$ cat config.mk
export PLATFORM = sky130hd
export DESIGN_NAME = imudr_alu
export DESIGN_NICKNAME = d
export VERILOG_FILES = /design/src/imudr_pkg.sv /design/src/imudr_alu.sv
export SDC_FILE = /design/constraint.sdc
export NUM_CORES = 1
export LEC_CHECK = 0
export BUFFER_PORTS_ARGS = -buffer_cell sky130_fd_sc_hd__buf_2
export CAP_MARGIN = 5
export CORE_UTILIZATION = 40
export DETAILED_ROUTE_END_ITERATION = 10
export MAX_ROUTING_LAYER = met4
export PLACE_DENSITY = 0.67
export SETUP_SLACK_MARGIN = 0.02
export SYNTH_ARGS = -nofsm -noshare
export SYNTH_HDL_FRONTEND = slang
export SYNTH_SLANG_ARGS = --single-unit
$ cat constraint.sdc
create_clock -name clk -period 6.55 [get_ports clk]
set_input_delay 0.3275 -clock clk [delete_from_list [all_inputs] [get_ports clk]]
set_output_delay 0.3275 -clock clk [all_outputs]
set_load 0.005 [all_outputs]
$ cat src/imudr_pkg.sv
// Shared types, constants and fixed-point helpers of the IMU dead-reckoning integrator.
package imudr_pkg;

	// Shared arithmetic unit widths.
	localparam int RES_W  = 66;  // signed result and operand A width
	localparam int B_W    = 34;  // signed operand B width
	localparam int MC_W   = 54;  // multiplicand magnitude bits
	localparam int ML_W   = 54;  // multiplier register bits, reciprocal width
	localparam int MB_W   = 33;  // multiplier bits of a plain product, one per cycle
	localparam int NUM_W  = 62;  // dividend magnitude bits
	localparam int DIV_W  = 21;  // rounding offset width
	localparam int CNT_W  = 6;   // step counter width

	// Datapath widths.
	localparam int R_W     = 34; // rotation matrix entry, signed Q27
	localparam int DELTA_W = 42; // per-step increments
	localparam int SUM_W   = 40; // rotated acceleration partial sum

	// Arithmetic unit operation codes.
	localparam logic OP_MUL = 1'b0;
	localparam logic OP_DIV = 1'b1;

	// Fixed-point constants.
	localparam logic signed [R_W-1:0] Q27_ONE = 34'sd134217728;
	localparam logic [DIV_W-1:0] HALF_ONE  = 21'd500000;
	localparam logic [DIV_W-1:0] HALF_TWO  = 21'd1000000;

	// A million is 2^6 times 15625; the odd part is divided by a reciprocal in Q67.
	localparam int          USEC_SH  = 6;
	localparam int          REC_SH   = 67;
	localparam logic [67:0] USEC_ODD = 68'd15625;
	localparam logic [67:0] RECIP_FULL = ((68'd1 << REC_SH) / USEC_ODD) + 68'd1;
	localparam logic [ML_W-1:0] RECIP  = RECIP_FULL[ML_W-1:0];

	// Configuration register indexes.
	localparam logic [1:0] REG_ENABLE  = 2'd0;
	localparam logic [1:0] REG_SCAN    = 2'd1;
	localparam logic [1:0] REG_GRAVITY = 2'd2;

	// Configuration reset values.
	localparam logic [23:0] SCAN_RESET    = 24'd100000;
	localparam logic [20:0] GRAVITY_RESET = 21'd642908;

	// One request to the shared arithmetic unit.
	typedef struct packed {
		logic start;
		logic op;
		logic div2;
	} alu_req_t;

	// Round half up, then drop 27 fraction bits.
	function automatic logic signed [RES_W-1:0] round27(input logic signed [RES_W-1:0] v);
		logic signed [RES_W-1:0] t;
		begin
			t = v + (66'sd1 <<< 26);
			return t >>> 27;
		end
	endfunction

	// True when the value lies outside the 32-bit signed range.
	function automatic logic ovf32(input logic signed [RES_W-1:0] v);
		return (v > 66'sd2147483647) || (v < -66'sd2147483648);
	endfunction

	// Clamp to the 32-bit signed range.
	function automatic logic signed [31:0] sat32(input logic signed [RES_W-1:0] v);
		logic signed [31:0] r;
		begin
			if (v > 66'sd2147483647) begin
				r = 32'sh7fffffff;
			end else if (v < -66'sd2147483648) begin
				r = 32'sh80000000;
			end else begin
				r = v[31:0];
			end
			return r;
		end
	endfunction

endpackage

$ cat src/imudr_alu.sv
// Shared shift-add multiplier, one bit per cycle, that also divides by one or two million by reciprocal.
module imudr_alu import imudr_pkg::*; (
	input  logic                    clk,
	input  logic                    arst_n,
	input  alu_req_t                req,
	input  logic signed [RES_W-1:0] a,
	input  logic signed [B_W-1:0]   b,
	output logic                    done,
	output logic signed [RES_W-1:0] res
);

	logic             busy_q;
	logic             done_q;
	logic             op_q;
	logic             neg_q;
	logic [CNT_W-1:0] cnt_q;
	logic [MC_W:0]    hi_q;
	logic [ML_W-1:0]  lo_q;
	logic [MC_W-1:0]  mcd_q;
	logic [ML_W-1:0]  mlr_q;
	logic signed [RES_W-1:0] res_q;

	logic [RES_W-1:0] a_mag;
	logic [B_W-1:0]   b_mag;
	logic [NUM_W-1:0] num;
	logic [NUM_W-1:0] num_sc;
	logic [MC_W:0]    sum;
	logic [MC_W:0]    hi_nx;
	logic [ML_W-1:0]  lo_nx;
	logic [RES_W-1:0] mag_nx;
	logic signed [RES_W-1:0] res_nx;

	// Operand magnitudes; a division adds half the divisor and drops the power-of-two part.
	always_comb begin
		a_mag  = a[RES_W-1] ? RES_W'(-a) : RES_W'(a);
		b_mag  = b[B_W-1] ? B_W'(-b) : B_W'(b);
		num    = a_mag[NUM_W-1:0] + NUM_W'(req.div2 ? HALF_TWO : HALF_ONE);
		num_sc = req.div2 ? (num >> (USEC_SH + 1)) : (num >> USEC_SH);
	end

	// One shift-add step; low product bits move into lo_q as they settle.
	always_comb begin
		sum   = hi_q + (mlr_q[0] ? {1'b0, mcd_q} : '0);
		hi_nx = {1'b0, sum[MC_W:1]};
		lo_nx = {sum[0], lo_q[ML_W-1:1]};
		if (op_q == OP_DIV) begin
			// The quotient is the product shifted down by the reciprocal's fraction bits.
			mag_nx = RES_W'(hi_nx[MC_W:REC_SH-ML_W]);
		end else begin
			mag_nx = {hi_nx[RES_W-MB_W-1:0], lo_nx[ML_W-1 -: MB_W]};
		end
		res_nx = neg_q ? -$signed(mag_nx) : $signed(mag_nx);
	end

	// Control.
	always_ff @(posedge clk or negedge arst_n) begin
		if (!arst_n) begin
			busy_q <= 1'b0;
			done_q <= 1'b0;
			cnt_q  <= '0;
		end else begin
			done_q <= busy_q && (cnt_q == CNT_W'(1));
			if (req.start) begin
				busy_q <= 1'b1;
				cnt_q  <= (req.op == OP_DIV) ? CNT_W'(ML_W) : CNT_W'(MB_W);
			end else if (busy_q) begin
				cnt_q <= cnt_q - CNT_W'(1);
				if (cnt_q == CNT_W'(1)) begin
					busy_q <= 1'b0;
				end
			end
		end
	end

	// Datapath.
	always_ff @(posedge clk) begin
		if (req.start) begin
			op_q <= req.op;
			hi_q <= '0;
			lo_q <= '0;
			if (req.op == OP_DIV) begin
				neg_q <= a[RES_W-1];
				mcd_q <= num_sc[MC_W-1:0];
				mlr_q <= RECIP;
			end else begin
				neg_q <= a[RES_W-1] ^ b[B_W-1];
				mcd_q <= a_mag[MC_W-1:0];
				mlr_q <= ML_W'(b_mag[MB_W-1:0]);
			end
		end else if (busy_q) begin
			hi_q  <= hi_nx;
			lo_q  <= lo_nx;
			mlr_q <= {1'b0, mlr_q[ML_W-1:1]};
			if (cnt_q == CNT_W'(1)) begin
				res_q <= res_nx;
			end
		end
	end

	assign done = done_q;
	assign res  = res_q;

endmodule

# --- Word-level counts from Yosys, hierarchy flattened ---
# Cells that the tools add are included.
# W data, S select, Z words.
totals:
  register_bits: 292
  latchBits: 0
  ram_bits: 0
  romBits: 0
  in_bits: 105
  output_inout_bits: 67
  wordCells: 40
  n_memories: 0
op_classes:
  add_sub_neg: 6
  n_mul: 0
  div_mod_pow: 0
  order_cmp: 0
  n_eq_ne: 1
  shifts: 0
  n_mux: 18
  bitwise: 2
  n_reduce_logical: 3
ops:
  columns: ["op", "n"]
  rows:
  - ["$mux W54", 6]
  - ["$mux W66", 2]
  - ["$neg A66 Y66", 1]
  - ["$add A61 B20 Y61", 1]
  - ["$mux W61", 1]
  - ["$neg A61 Y61", 1]
  - ["$add A54 B54 Y55", 1]
  - ["$mux W33", 1]
  - ["$neg A33 Y33", 1]
  - ["$mux W20", 1]
  - ["$mux W6", 2]
  - ["$eq A6 B1 Y1 const B", 1]
  - ["$sub A6 B1 Y6 const B", 1]
  - ["$mux W5", 1]
  - ["$mux W1", 4]
  - ["$reduce_and A3 Y1", 1]
  - ["$reduce_bool A2 Y1", 1]
  - ["$logic_and A1 B1 Y1", 1]
  - ["$not A1 Y1", 1]
  - ["$xor A1 B1 Y1", 1]

# --- Depth between registers and ports, before layout ---
# Gate-level depths: netlist (run 1).
depth:
  ltp_word: 5
  ltp_mapped: 20
  mapped_depth_nobuf: 18

# --- Worst setup path before layout (run 1) ---
# Ideal clock, no wire load.
synth_timing:
  kind: "input -> register"
  start: "input a[65]"
  end: "register mcd_q[45], data pin"
  setup_time_ns: 0.180
  t_arrival_ns: 4.953
  t_required_ns: 6.370
  path_slack_ns: 1.417
  path_stages: 20
  path_buffers: 6
  path_cell_list: "clkbuf_1 -> clkbuf_1 -> buf_1 -> clkbuf_1 -> clkbuf_1 -> clkbuf_1 -> o21ai_0 -> xnor2_1 -> ha_1 -> a41oi_1 -> o211ai_1 -> a41oi_1 -> nor3_1 -> o41ai_2 -> nor2_1 -> and2_4 -> nand2_1 -> nor2_1 -> xor2_1 -> a221oi_1"
synth_via:
  elab_chain_len: 4
synth_lines:
  columns: ["element", "line_no", "source"]
  rows:
  - ["from (decl)", "imudr_alu.sv:6", "input logic signed [RES_W-1:0] a,"]
  - ["$mux W61 *", "imudr_alu.sv:35", "a_mag = a[RES_W-1] ? RES_W'(-a) : RES_W'(a);"]
  - ["$add A61 B20 Y61", "imudr_alu.sv:37", "num = a_mag[NUM_W-1:0] + NUM_W'(req.div2 ? HALF_TWO : HALF_ONE);"]
  - ["$mux W54", "imudr_alu.sv:38", "num_sc = req.div2 ? (num >> (USEC_SH + 1)) : (num >> USEC_SH);"]
  - ["$mux W54 *", "imudr_alu.sv:81", "if (req.op == OP_DIV) begin"]
  - ["to (signal assigned)", "imudr_alu.sv:83", "mcd_q <= num_sc[MC_W-1:0];"]
  - ["to (signal assigned)", "imudr_alu.sv:87", "mcd_q <= a_mag[MC_W-1:0];"]
  - ["to (decl)", "imudr_alu.sv:19", "logic [MC_W-1:0] mcd_q;"]
# Every way passes the cells marked *; elsewhere a longest branch is shown, timed or not.
# A chain may end at the register's enable or synchronous reset.

# --- Final worst setup path (run 1) ---
layout_timing:
  start: "register mlr_q[0]"
  end: "register res_q[52], in the netlist res[52], data pin"
layout_via:
  elab_chain_len: 5
layout_lines:
  columns: ["element", "line_no", "source"]
  rows:
  - ["from (decl)", "imudr_alu.sv:20", "logic [ML_W-1:0] mlr_q;"]
  - ["from (signal assigned)", "imudr_alu.sv:88", "mlr_q <= ML_W'(b_mag[MB_W-1:0]);"]
  - ["from (signal assigned)", "imudr_alu.sv:93", "mlr_q <= {1'b0, mlr_q[ML_W-1:1]};"]
  - ["$mux W54 *", "imudr_alu.sv:43", "sum = hi_q + (mlr_q[0] ? {1'b0, mcd_q} : '0);"]
  - ["$add A54 B54 Y55 *", "imudr_alu.sv:43", null]
  - ["$mux W66 *", "imudr_alu.sv:46", "if (op_q == OP_DIV) begin"]
  - ["$neg A66 Y66", "imudr_alu.sv:52", "res_nx = neg_q ? -$signed(mag_nx) : $signed(mag_nx);"]
  - ["$mux W66 *", "imudr_alu.sv:52", null]
  - ["via res_nx[52]", "imudr_alu.sv:31", "logic signed [RES_W-1:0] res_nx;"]
  - ["to (signal assigned)", "imudr_alu.sv:95", "res_q <= res_nx;"]
  - ["to (decl)", "imudr_alu.sv:21", "logic signed [RES_W-1:0] res_q;"]
# The timed path passes the listed nets; every way through them passes the cells marked *.

==> summary.txt, run 1 <==
CP max FO -> 43
wire per inst -> 19.8 um
relative slew slack -> 18.6%
Synth Warn # -> 0
Total Routed Length -> 64500 um
Die Ht -> 230 um
synthesized cell area -> 20800 um^2
Hold WC Path Type -> input pin to async pin
final hold vios -> 0
clock-pin slew on the worst setup and hold paths -> 60 ps
CTS Buf Count -> 31
fraction of the mapped netlist area in compound gates -> 20.6%
status -> finished clean
peak supply drop -> 205 uV
WP data required -> 6870 ps
Critical-path top delay cell -> nor3_1
gr usage total -> 24.5%
Peak Freq -> 168 MHz
final hold slack -> 126 ps
Tmin final -> 5950 ps
post-synthesis mux area share -> 4.95%
drt via density -> 5.91
Final WS setup -> 604 ps
detailed placement HPWL -> 50300 um
Async SR Flop Fraction -> 2.96%
layout cells sized above 1 -> 12.5%
TNS Setup -> 0 ps
DR pass1 iterations -> 9
R2R Path End -> res[52]
xor and xnor area share after synthesis -> 10.5%
Clock Latency Late Sink -> 580 ps
largest net degree at the start of global routing -> 77
Port Buffers -> 167
largest family of logic cells by synthesized area -> simple AND/OR/NAND/NOR gates
Mapped Cells -> 2444
final non-filler cell total -> 3250
DRC viols -> 0
first-pass GRT wire length -> 101000 um
Nets -> 2718
RR Startpoint -> mlr_q[0]
post-synth cell types -> 100
Worst-Margin Slew -> 1210 ps
Leak -> 9.00 nW
TritonCTS clock tree -> done
clk sinks -> 270
number of synthesized register bits -> 270
Simple-Gate Fraction of Synth Area -> 21.5%
dpl cells -> 3190
crit-path cells -> buf_4 > and2_1 > ha_1 > nand4_1 > nor3_1 > a22oi_1 > a21oi_1 > o21ai_0 > xnor2_1 > o21ai_0 > nor2b_1 > nor2b_1 > nand3_1 > a22o_1 > a211o_1
number of global-route vias before repair -> 18000
WP data arrival -> 6270 ps
chip width -> 230 um
pre-CTS WS -> 471 ps
worst stage delay on the critical path -> 650 ps
worst reg-to-reg path cell count -> 15
die area -> 53000 um^2
H-tree level count -> 1
fin crit share -> 90.8%
top_reg_cell synth -> edfxtp_1
FF-to-FF setup slack -> 600 ps
Worst setup SP type -> flop
clock skew -> 23.5 ps
CTS Buffer Depth -> 3
antenna-violating nets left -> 0
total power -> 8.30 mW
Overflow after GRT -> 0
critical path type -> flop to flop
initial drt markers -> 1719
syn_nets -> 2617
RSZ-0062 raised after global routing -> false
sequential share of the synthesized area -> 34.6%
PwrDens -> 355 nW/um^2
starting density of the core -> 40.5%
initial antenna violation count -> 2
row count -> 83
Synth Area per Inst -> 8.53 um^2
Finish-stage setup viols -> 0
Via Count -> 19200
CTS root buffer -> clkbuf_16
Post-CTS Setup Bufs -> 0
critical path endpoint category -> flop
gpl congestion -> 1.01
core area -> 51400 um^2
number of fill cells -> 5087
adder-cell share of the synthesized area -> 4.15%
Max Cap Viol -> 0
area growth from synthesis to layout -> 12.0%
IO Pins -> 172
Slew Limit Fails -> 0
Post-synth EDFFs -> 176
==> through the flow <==
step	instance area [um^2]	util, %
6_report	23300	45.4
2_1_floorplan	20800	-
4_1_cts	23300	45.4
5_1_grt	23300	45.4
3_3_place_gp	22300	43.4
3_5_place_dp	22300	43.4
==> logic make-up (layout without fill, tap and decap cells) <==
| kind of cell | Yosys count | count (layout) |
|---|---|---|
| DFF | 270 | 270 |
| buffers and inverters | 200 | 325 |
| other | 0 | 1 |
| AOI/OAI and AO/OA | 642 | 642 |
| adders and majority gates | 68 | 68 |
| and+or+nand+nor | 912 | 912 |
| xor gates and xnor gates | 250 | 250 |
| muxes | 102 | 102 |
==> report_power, final <==
part,switching (mW),internal [mW]
clock network,0.720,1.00
logic,2.81,1.49
registers,0.137,2.14
total,3.67,4.63
==> state kept, by name, indices dropped and copies added, names as in the netlist <==
register  count
hi_q         54
cnt_q         6
op_q          1
busy_q        1
mlr_q        54
mcd_q        54
lo_q         32
neg_q         1
res          66
done          1
==> metal layers <==
| metal | part of all wire, % | wire length (um) | track usage, % | vias up |
|---|---|---|---|---|
| met4 | 3.4 | 2220 | 7.91 | 0 |
| met1 | 47 | 30000 | 33.5 | 9164 |
| li1 | - | - | - | 9233 |
| met2 | 44 | 28200 | 37.3 | 693 |
| met3 | 6.2 | 3980 | 3.03 | 110 |
| met5 | 0 | 0 | - | - |
==> cells in the final DEF, fill, tap and decap left out, types with 17 or more instances in the layout <==
cell and count:
buf_2 166, nand2_1 211, or2_2 19, ha_1 66
o31ai_1 35, o41ai_1 29, xnor2_1 136, and2_1 72
a21oi_1 155, o21a_1 17, buf_4 41, nor4_1 24
nand4_1 41, or3_1 33, edfxtp_1 176, nor2b_1 20
xor2_1 114, nor3_1 65, o22a_1 20, o211ai_1 26
o22ai_1 17, nor2_1 283, mux2i_1 94, clkbuf_16 31
o21ai_0 149, inv_1 55, a21o_1 22, nand3_1 55
a211oi_1 26, dfxtp_1 86
==> what timing repair did <==
action	in CTS	in global routing
endpoints found under the hold margin	8	0
hold buffers	1	0
gates resized for setup	0	1
setup endpoints to repair	0	2
==> critical path: cells and delay by family, from the launching register on <==
family	cells	cell delay, ps
DFF	1	500
buffers and inverters	1	270
adders and majority gates	1	570
xor gates and xnor gates	1	380
and+or+nand+nor	6	2330
AOI/OAI and AO/OA	6	1630
==> area by class of cell <==
| class | count | area [um^2] | area share, % |
|---|---|---|---|
| multi-input combinational | 1974 | 12900 | 55.2 |
| sequential | 270 | 7210 | 30.9 |
| timing repair buffer | 210 | 1170 | 5.02 |
| tap | 680 | 851 | 3.64 |
| clock buffer | 36 | 805 | 3.45 |
| inverter | 58 | 218 | 0.933 |
| clock inverter | 21 | 206 | 0.884 |
| antenna | 1 | 2.50 | 0.0107 |
==> how the worst max path moves through the flow <==
stage                     slack, ps   endpoint  startpoint
final                           600    res[52]    mlr_q[0]
after global routing            200    res[45]    mlr_q[0]
after CTS                       450    res[52]    mlr_q[0]
after detailed placement        470    res[52]    mlr_q[0]
after global placement          600    res[52]    mlr_q[0]
after floorplan                1420  mcd_q[45]       a[65]
==> Yosys cell counts, types with 29 or more instances <==
cell | count | share of area, %
a21oi_1 | 156 | 3.7
and2_1 | 72 | 2.2
clkbuf_1 | 114 | 2.1
o21ai_0 | 149 | 3.6
ha_1 | 66 | 4.0
nand2_1 | 211 | 3.8
mux2i_1 | 94 | 4.5
o41ai_1 | 29 | 1.2
nor2_1 | 283 | 5.1
xor2_1 | 114 | 4.8
o31ai_1 | 35 | 1.3
nor3_1 | 65 | 1.6
nand3_1 | 55 | 1.3
or3_1 | 33 | 0.99
inv_1 | 56 | 1.0
dfxtp_1 | 86 | 8.3
edfxtp_1 | 176 | 25
xnor2_1 | 136 | 5.7
nand4_1 | 41 | 1.2
(Power assumes the default switching activity.)
==> run 2, diff against run 1 <==
Settings changed: CORE_UTILIZATION 40 to 30, PLACE_DENSITY 0.67 to 0.56.
Clock period 6.55 ns to 7.15 ns, I/O delays scaled along.
==> run 2 against run 1 <==
Against the previous run: global-route usage decreased by 4.8 points; combinational power decreased by 7.2%; register-to-register slack improved by 260 ps; critical path type unchanged; critical endpoint unchanged; largest cell class unchanged.
==> summary.txt, run 2 (same netlist as run 1, synthesis figures left out) <==
PwrDens -> 322 nW/um^2 (-9.3%)
DRC viols -> 0 (unchanged)
clock skew -> 15.8 ps (-7.65 ps)
detailed placement HPWL -> 54900 um (+9.1%)
final hold slack -> 150 ps (+23.5 ps)
Port Buffers -> 167 (unchanged)
Cell Int Power -> 4.20 mW (-9.2%)
Post-CTS Setup Bufs -> 0 (unchanged)
fin crit share -> 87.9% (-2.9 points)
relative slew slack -> 18.4% (-0.19 points)
IO Pins -> 172 (unchanged)
WP data required -> 7480 ps (+610 ps)
wire per inst -> 19.9 um (+0.33%)
initial antenna violation count -> 2 (unchanged)
TritonCTS clock tree -> done
gr usage total -> 19.7% (-4.8 points)
CP max FO -> 30 (-30%)
initial drt markers -> 1549 (-9.9%)
peak supply drop -> 177 uV (-14%)
Peak Freq -> 159 MHz (-5.4%)
H-tree level count -> 1 (unchanged)
Clock Latency Late Sink -> 590 ps (about the same)
final hold vios -> 0 (unchanged)
Comb pwr share -> 52.3% (+0.4 points)
Overflow after GRT -> 0 (unchanged)
most common cell after layout, fill and taps aside -> nor2_1
worst stage delay on the critical path -> 640 ps (about the same)
switching share of total power -> 44.9% (+0.69 points)
DR pass1 iterations -> 7 (-2)
number of global-route vias before repair -> 17900 (-0.71%)
Finish-stage setup viols -> 0 (unchanged)
most frequent cells in the layout -> nor2_1 (283), nand2_1 (211), edfxtp_1 (176), buf_2 (166), a21oi_1 (156)
CTS Buffer Depth -> 3 (unchanged)
max reg flops -> 66 (unchanged)
core area -> 68700 um^2 (+34%)
clk sinks -> 270 (unchanged)
Hold WC Path Type -> input pin to async pin
Worst setup SP type -> flop
FF-to-FF setup slack -> 870 ps (+260 ps)
drt via density -> 5.40 (-8.6%)
crit-path cells -> and2_1 > ha_1 > a21oi_1 > o21ai_0 > a221oi_1 > nand2_1 > xor2_1 > a21boi_0 > ha_1 > a21boi_0 > o211ai_1 > a2111oi_1 > buf_4 > nand3_1 > nor2_1 > nand3_1 > a22o_1 > a211o_1
first-pass GRT wire length -> 106000 um (+5.7%)
Top Family by Delay on Critical Path -> compound AO/OA/AOI/OAI gates
die area -> 70500 um^2 (+33%)
post_cts resized -> 0 (unchanged)
Worst-Margin Slew -> 1220 ps (+11.1 ps)
layout cells sized above 1 -> 12.3% (-0.15 points)
hold-fix buffers at CTS -> 1 (unchanged)
CTS Buf Count -> 31 (unchanged)
Via Count -> 19000 (-1.3%)
R2R Path End -> res[52]
row count -> 96 (+16%)
Critical-path top delay cell -> edfxtp_1
Max Cap Viol -> 0 (unchanged)
Flop pwr share -> 27.4% (about the same)
Tmin final -> 6280 ps (+337 ps)
Die Ht -> 266 um (+15%)
starting density of the core -> 30.3% (-10 points)
critical path endpoint category -> flop
RSZ-0062 raised after global routing -> false
worst reg-to-reg path cell count -> 18 (+3)
gpl congestion -> 0.954 (-5.5%)
Leak -> 9.00 nW (about the same)
critical path type -> flop to flop
CTS root buffer -> clkbuf_16
Slew Limit Fails -> 0 (unchanged)
CP bufs+invs -> 1 (unchanged)
status -> finished clean
chip width -> 266 um (+15%)
antenna-violating nets left -> 0 (unchanged)
area growth from synthesis to layout -> 13.5%
largest net degree at the start of global routing -> 75 (-2.6%)
Total Routed Length -> 69800 um (+8.3%)
Net Sw Power -> 3.43 mW (-6.6%)
TNS Setup -> 0 ps (unchanged)
Critical path origin -> mlr_q[0]
Nets -> 2724 (+0.22%)
RR Startpoint -> mlr_q[0]
clock share of power -> 20.3% (-0.4 points)
clock-pin slew on the worst setup and hold paths -> 60 ps (about the same)
WP data arrival -> 6610 ps (+340 ps)
==> run 2: cell count changes in the layout (fill, tap and decap cells not counted), sizes merged <==
cell	delta
buf	+6
bufinv	-1
clkbuf	+3
clkinv	-2
clkinvlp	-1
diode	+1
inv	+2
==> run 2: layer usage <==
metal | wire length [um] | GRT usage [%] | vias to the layer above
met3 | 3350 | 1.83 | 92
met4 | 1850 | 5.26 | 0
met5 | 0 | - | -
met2 | 30700 | 30.4 | 566
li1 | - | - | 9242
met1 | 34000 | 27.5 | 9057
==> run 2: through the flow <==
step / instance area (um^2) / total power, mW / std cells / worst slack (ps) / utilization, %
6_report: 23700 / 7.63 / 3509 / 867 / 34.4
5_1_grt: 23700 / 8.08 / 3509 / 371 / 34.4
4_1_cts: 23600 / 7.60 / 3506 / 888 / 34.4
3_5_place_dp: 22700 / 6.02 / 3447 / 903 / 33.0
3_3_place_gp: 22700 / 5.99 / 3447 / 948 / 33.0
2_1_floorplan: 20800 / 4.67 / 2444 / 1990 / -
==> run 2: worst reg2reg max path: cells and delay by family, from the launching register on <==
family                     cells  cell delay [ps]
and+or+nand+nor                5             1320
DFF                            1              640
AOI/OAI and AO/OA              9             3050
buffers and inverters          1              200
xor gates and xnor gates       1              230
adders and majority gates      2              590
==> run 2: worst max-delay path by stage <==
stage,slack (ps),cells after the start,to
2_1_floorplan,1990,20,mcd_q[45]
3_3_place_gp,950,18,res[52]
3_5_place_dp,900,16,res[52]
4_1_cts,890,16,res[52]
5_1_grt,370,18,res[52]
6_report,870,18,res[52]
==> run 2: layout make-up <==
| type | instances | area [um^2] |
|---|---|---|
| clock inverter | 19 | 165 |
| antenna | 2 | 5.00 |
| sequential | 270 | 7210 |
| clock buffer | 39 | 806 |
| fill | 7297 | 45000 |
| multi-input combinational | 1974 | 12900 |
| timing repair buffer | 216 | 1220 |
| inverter | 58 | 218 |
| tap | 931 | 1160 |
==> run 2: power by group through the flow <==
stage	Sequential [mW]	Clock (mW)	Combinational (mW)
final	2.09	1.55	3.99
after global placement	2.11	0	3.88
after floorplan	2.06	0	2.61
after CTS	2.08	1.59	3.92
after detailed placement	2.12	0	3.90
after global routing	2.11	1.65	4.32
